## config.mk

```make
export PLATFORM = sky130hd
export DESIGN_NAME = rau_ctrl
export DESIGN_NICKNAME = d
export VERILOG_FILES = /design/src/hw/rtl/rau_pkg.sv /design/src/hw/rtl/rau_ctrl.sv
export SDC_FILE = /design/constraint.sdc
export NUM_CORES = 1
export LEC_CHECK = 0
export BUFFER_PORTS_ARGS = -buffer_cell sky130_fd_sc_hd__buf_2
export CORE_MARGIN = 2
export CORE_UTILIZATION = 30
export DETAILED_ROUTE_END_ITERATION = 8
export GPL_TIMING_DRIVEN = 0
export PLACE_DENSITY = 0.57
export SLEW_MARGIN = 20
export SYNTH_ARGS = -nofsm -noshare
export SYNTH_HDL_FRONTEND = slang
export SYNTH_SLANG_ARGS = --single-unit
```

## constraint.sdc

```tcl
create_clock -name clk_i -period 2.3 [get_ports clk_i]
set_clock_uncertainty 0.2 [all_clocks]
set_input_delay 0.46 -clock clk_i [delete_from_list [all_inputs] [get_ports clk_i]]
set_output_delay 0.46 -clock clk_i [all_outputs]
set_load 0.1 [all_outputs]
```

## src/hw/rtl/rau_pkg.sv

```systemverilog
// ----------------------------------------------------------------------------
// rau_pkg
// Shared widths, codes, state type and control structs of the rational unit.
// ----------------------------------------------------------------------------
`timescale 1ns / 1ps
`default_nettype none

package rau_pkg;

  // Word width of the operands; only the low WORD_BITS bits of each field count.
  localparam int WORD_BITS = 32;
  // A magnitude of a WORD_BITS-bit value reaches at most 2^(WORD_BITS-1); the
  // spare bit holds 2^WORD_BITS for the negate.
  localparam int MAG_BITS  = WORD_BITS + 1;
  // Products and sums of two products.
  localparam int PROD_BITS = 2 * MAG_BITS;
  localparam int CNT_BITS  = $clog2(PROD_BITS + 1);

  localparam logic [2:0] CMD_ADD = 3'd0;
  localparam logic [2:0] CMD_SUB = 3'd1;
  localparam logic [2:0] CMD_MUL = 3'd2;
  localparam logic [2:0] CMD_DIV = 3'd3;

  localparam logic [1:0] ST_OK       = 2'd0;
  localparam logic [1:0] ST_ZERO_DEN = 2'd1;
  localparam logic [1:0] ST_OVERFLOW = 2'd2;

  localparam logic [1:0] MUL_FIRST  = 2'd0;
  localparam logic [1:0] MUL_SECOND = 2'd1;
  localparam logic [1:0] MUL_DEN    = 2'd2;

  typedef enum logic [2:0] {
    S_IDLE,
    S_MUL,
    S_COMB,
    S_GCD,
    S_DIV,
    S_FIN
  } state_e;

  typedef struct packed {
    logic       load;
    logic       mul_en;
    logic [1:0] mul_idx;
    logic       gcd_init;
    logic       gcd_step;
    logic       div_init;
    logic       div_step;
    logic       out_load;
  } ctrl_t;

  typedef struct packed {
    logic err;
    logic gcd_done;
    logic div_done;
  } stat_t;

endpackage

`default_nettype wire

```

## src/hw/rtl/rau_ctrl.sv

```systemverilog
// ----------------------------------------------------------------------------
// rau_ctrl
// Sequencer: multiply steps, gcd iterations, divisions and the result beat.
// ----------------------------------------------------------------------------
`timescale 1ns / 1ps
`default_nettype none

module rau_ctrl (
  input  wire logic          clk_i,
  input  wire logic          rst_ni,
  input  wire logic          in_valid_i,
  output logic               in_stall_o,
  output logic               out_valid_o,
  input  wire logic          out_stall_i,
  input  wire rau_pkg::stat_t stat_i,
  output rau_pkg::ctrl_t     ctrl_o
);
  import rau_pkg::*;

  state_e     state_q, state_d;
  logic [1:0] idx_q, idx_d;
  logic       out_valid_q, out_valid_d;
  logic       out_free;

  assign out_free = !out_valid_q || !out_stall_i;

  // Next state.
  always_comb begin
    state_d = state_q;
    idx_d   = idx_q;
    case (state_q)
      S_IDLE: begin
        if (in_valid_i) begin
          state_d = S_MUL;
          idx_d   = MUL_FIRST;
        end
      end
      S_MUL: begin
        if (idx_q == MUL_FIRST && stat_i.err) begin
          state_d = S_FIN;
        end else if (idx_q == MUL_DEN) begin
          state_d = S_COMB;
        end else begin
          idx_d = idx_q + 2'd1;
        end
      end
      S_COMB: state_d = S_GCD;
      S_GCD: begin
        if (stat_i.gcd_done) state_d = S_DIV;
      end
      S_DIV: begin
        if (stat_i.div_done) state_d = S_FIN;
      end
      S_FIN: begin
        if (out_free) state_d = S_IDLE;
      end
      default: state_d = S_IDLE;
    endcase
  end

  // Commands to the datapath.
  always_comb begin
    ctrl_o         = '0;
    ctrl_o.mul_idx = idx_q;
    out_valid_d    = out_valid_q && out_stall_i;
    case (state_q)
      S_IDLE: ctrl_o.load = in_valid_i;
      S_MUL:  ctrl_o.mul_en = 1'b1;
      S_COMB: ctrl_o.gcd_init = 1'b1;
      S_GCD: begin
        if (stat_i.gcd_done) ctrl_o.div_init = 1'b1;
        else                 ctrl_o.gcd_step = 1'b1;
      end
      S_DIV: ctrl_o.div_step = !stat_i.div_done;
      S_FIN: begin
        if (out_free) begin
          ctrl_o.out_load = 1'b1;
          out_valid_d     = 1'b1;
        end
      end
      default: ctrl_o = '0;
    endcase
  end

  // Control registers.
  always_ff @(posedge clk_i or negedge rst_ni) begin
    if (!rst_ni) begin
      state_q     <= S_IDLE;
      idx_q       <= MUL_FIRST;
      out_valid_q <= 1'b0;
    end else begin
      state_q     <= state_d;
      idx_q       <= idx_d;
      out_valid_q <= out_valid_d;
    end
  end

  assign in_stall_o  = (state_q != S_IDLE);
  assign out_valid_o = out_valid_q;

endmodule

`default_nettype wire

```

# ---- After elaboration in Yosys (flattened, before gate mapping)
# Cells that the tools add are included.
dict set report classes {
  add_sub_neg 1
  n_mul 0
  n_div 0
  order_cmp 0
  n_eq_ne 13
  shifts 0
  muxes 23
  n_bitwise 0
  reduce_logical 13
}
# operator n
set op_table {}
lappend op_table {{$mux 3} 6}
lappend op_table {{$pmux 3 s6} 1}
lappend op_table {{$ne 2x2->1 const B} 6}
lappend op_table {{$mux 1} 10}
lappend op_table {{$mux 2} 5}
lappend op_table {{$eq 3x2->1 const B} 2}
lappend op_table {{$eq 3x3->1 const B} 2}
lappend op_table {{$reduce_or 6->1} 1}
lappend op_table {{$reduce_and 5->1} 1}
lappend op_table {{$pmux 2 s2} 1}
lappend op_table {{$reduce_and 4->1} 1}
lappend op_table {{$eq 3x1->1 const B} 1}
lappend op_table {{$logic_not 1->1} 3}
lappend op_table {{$logic_not 3->1} 1}
lappend op_table {{$ne 3x3->1 const B} 1}
lappend op_table {{$reduce_bool 3->1} 1}
lappend op_table {{$add 2x1->2 const B} 1}
lappend op_table {{$eq 2x2->1 const B} 1}
lappend op_table {{$logic_and 1x1->1} 2}
lappend op_table {{$logic_not 2->1} 1}
lappend op_table {{$reduce_bool 2->1} 1}
lappend op_table {{$logic_or 1x1->1} 1}
dict set report totals {
  reg_bits 6
  latchBits 0
  ramBits 0
  rom_bits 0
  inputBits 7
  output_inout_bits 11
  word_cells 53
  mem_count 0
}

# ---- Depth between registers and ports, before layout
dict set report depth {
  ltp_word 4
  ltp_mapped 6
  mapped_depth_nobuf 6
}

# ---- Worst setup path before layout
# OpenSTA, ideal clock, no wires.
dict set report synth_timing {
  path_kind {register -> output}
  from {reg state_q[0]}
  to {out ctrl_o[7] (netlist bit)}
  arrival_ns 2.831
  required_ns 1.640
  setup_slack_ns -1.191
  path_stages_with_launch 3
  path_buffers 1
  path_cell_list {dfrtp_1 -> buf_2 -> nor3b_1}
}
# item line
set synth_rtl {}
lappend synth_rtl {{start: declaration} rau_ctrl.sv:20} ;# state_e state_q, state_d;
lappend synth_rtl {{start signal: assignment} rau_ctrl.sv:92} ;# state_q <= state_d;
lappend synth_rtl {{end: declaration} rau_ctrl.sv:16} ;# output rau_pkg::ctrl_t ctrl_o

==> out/metrics.yaml <==
status: "finished clean"
cp_data_required_time_ns: 1.64
antenna_cells: 0
synth_top_area_share_pct: 33.7
grt_pass1_wl_mm: 1.61
synth_top_family_by_area: "simple AND/OR/NAND/NOR gates"
synth_area_leader_cell: "dfrtp_1"
path_clk_slew_ns: 0.04
synth-seq-cells: 6
r2r-start: "idx_q[0]"
clk_path_buf_depth: 2
area_growth_pct: 39.9
synth_flop_cell: "dfrtp_1"
ys_seq_area_share_pct: 33.7
reg2reg_setup_slack_ns: 0.46
cp-start-kind: "flip-flop"
globalRouteMet1Util_pct: 14.7
crit_start: "state_q[2]"
grt_max_degree: 11
die_y_um: 42.5
io_pins: 18
report.final.setup_viol: 0
hold_viol_final: 0
synth_compound_area_share_pct: 15.4
finalMaxSlewViolations: 0
reg2reg_depth: 6
final_nets: 86
crit_end: "ctrl_o[0]"
grt_pass1_vias: 394
dr_total_vias: 428
root_buffer: "clkbuf_4"
slew_headroom_pct: 67.8
drc: 0
final_cells: 90
hold_path.class: "in -> reg"
core_um2: 1350
cts_setup_buffers: 0
use_met2_pct: 18.5
cp-end-kind: "primary output"
clkSinkCount: 6
portBuffers: 17
drive_gt1_share_pct: 40.0
worst_pin_slew_ns: 0.486
critPathKind: "reg -> out"
min_period_ns: 2.20
antenna_violating_nets_post_route: 0
initial_core_util_pct: 33.0
cts_tree: "yes"
critPathMaxFanout: 10
grt.overflow.total: 0
drtIter0Drc: 2
synth_xor_area_share_pct: 0
grt_antenna_before_repair: 0
gp_congestion: 0.764
numCtsBuffers: 3
synth.distinct_cells: 24
track_usage_pct: 12.1
synthArstFlopShare_pct: 100
rows: 13
vias_per_cell: 4.76
yosys_warnings: 0
worstSkewPairLatency_ns: 0.24
fin_util_pct: 46.2
rsz0062_at_grt: "no"
grt_use_met3_pct: 2.59
synthCells: 54
post-place-cells: 86
syn_area_um2: 445
fmax_ghz: 0.454
cap_violations: 0
synth-simple-area-share_pct: 30.3
h-tree-depth: 1
timing.final.crit_share_pct: 95.8
dieArea_um2: 1810
post_drt_wl_per_cell_um: 10.5
wirelength_um: 949
synthTopCellsByCount: "dfrtp_1, nand2_1, a21oi_1, inv_1"
syn-num-nets: 63
synth_edf_count: 0
cp_data_arrival_time_ns: 1.54
synth.area.mux_share_pct: 8.43
grt_most_used_layer: "met2"
die_w_um: 42.5
ys_top_cells_by_area: "dfrtp_1, ha_1, mux2_2"
timing.rr.end: "state_q[0]"
drt-pass1-iter-count: 4
synth_fa_ha_area_share_pct: 5.62
final.fill_count: 138
avgSynthCellArea_um2: 8.25
hpwl_um: 747
## how the worst min path moves through the flow
stage	slack, ns	end	from	cells after the start
4_1_cts	0.27	out_valid_o	out_stall_i	3
3_3_place_gp	0.09	idx_q[1]	rst_ni	1
2_1_floorplan	-0.04	idx_q[0]	rst_ni	0
3_5_place_dp	0.09	idx_q[1]	rst_ni	1
5_1_grt	0.28	out_valid_o	out_stall_i	3
6_report	0.28	out_valid_o	out_stall_i	3
## area by class of cell
class / count / area, um^2 / area share, %
flip-flops and latches: 6 / 150 / 24.1
inverters: 4 / 15.0 / 2.41
clock buffers: 3 / 22.5 / 3.61
well taps: 15 / 18.8 / 3.01
multi-input cells: 41 / 285 / 45.8
repair buffers: 18 / 116 / 18.7
plain buffers: 3 / 15.0 / 2.41
## logic make-up after synthesis
family / after synthesis
flip-flops: 6
buffers and inverters: 7
adder cells (fa/ha/maj): 2
AO/OA/AOI/OAI: 12
AND/OR/NAND/NOR: 24
multiplexers: 3
## through the flow
step	worst slack [ns]	hold WS [ns]	TNS (ns)	instance area (um^2)
after global placement	0.122	0.0855	0	568
after CTS	0.00624	0.275	0	606
final	0.0971	0.279	0	623
after global routing	0.0101	0.277	0	623
after detailed placement	0.141	0.0860	0	568
after floorplan	-0.466	-0.0356	-1.13	464
## critical path, stage by stage (launching register included)
cell and delay (ns):
dfrtp_1 0.34, buf_2 0.21, nor2b_1 0.21, nand2_1 0.13, a21oi_4 0.12, buf_4 0.29
## timing repair
action / 4_1_cts / 5_1_grt
cloned: 0 / 0
hold buffers: 1 / 0
hold endpoints to repair: 6 / 0
resized for setup: 2 / 8
setup endpoints to repair: 2 / 6
## layer usage
layer  up-vias  wire, um
li1        229         -
met1       186       467
met2        11       444
met3         2        28
met4         0        10
met5         -         0
## placed cells by master, fill, tap and decap left out, types with 2 or more instances in the layout
master	synthesis	layout
buf_2	2	12
dfrtp_1	6	6
ha_1	2	2
mux2_2	2	2
nand3_1	2	2
clkbuf_4	0	8
nor2b_1	3	2
a21oi_1	4	3
inv_1	4	4
and3_1	2	2
o21a_1	2	2
nor3_1	2	2
nand2_1	6	6
and2_1	2	2
nor2_1	2	2
nand3b_1	2	2
o21ai_0	3	3
## flip-flops by register name, summed over array words and instances (netlist names)
register and flops:
idx_q 2, out_valid_o 1, state_q 3
Power is not shown: default switching activity piles up to over one toggle a cycle in this logic, so the estimate is an artifact.
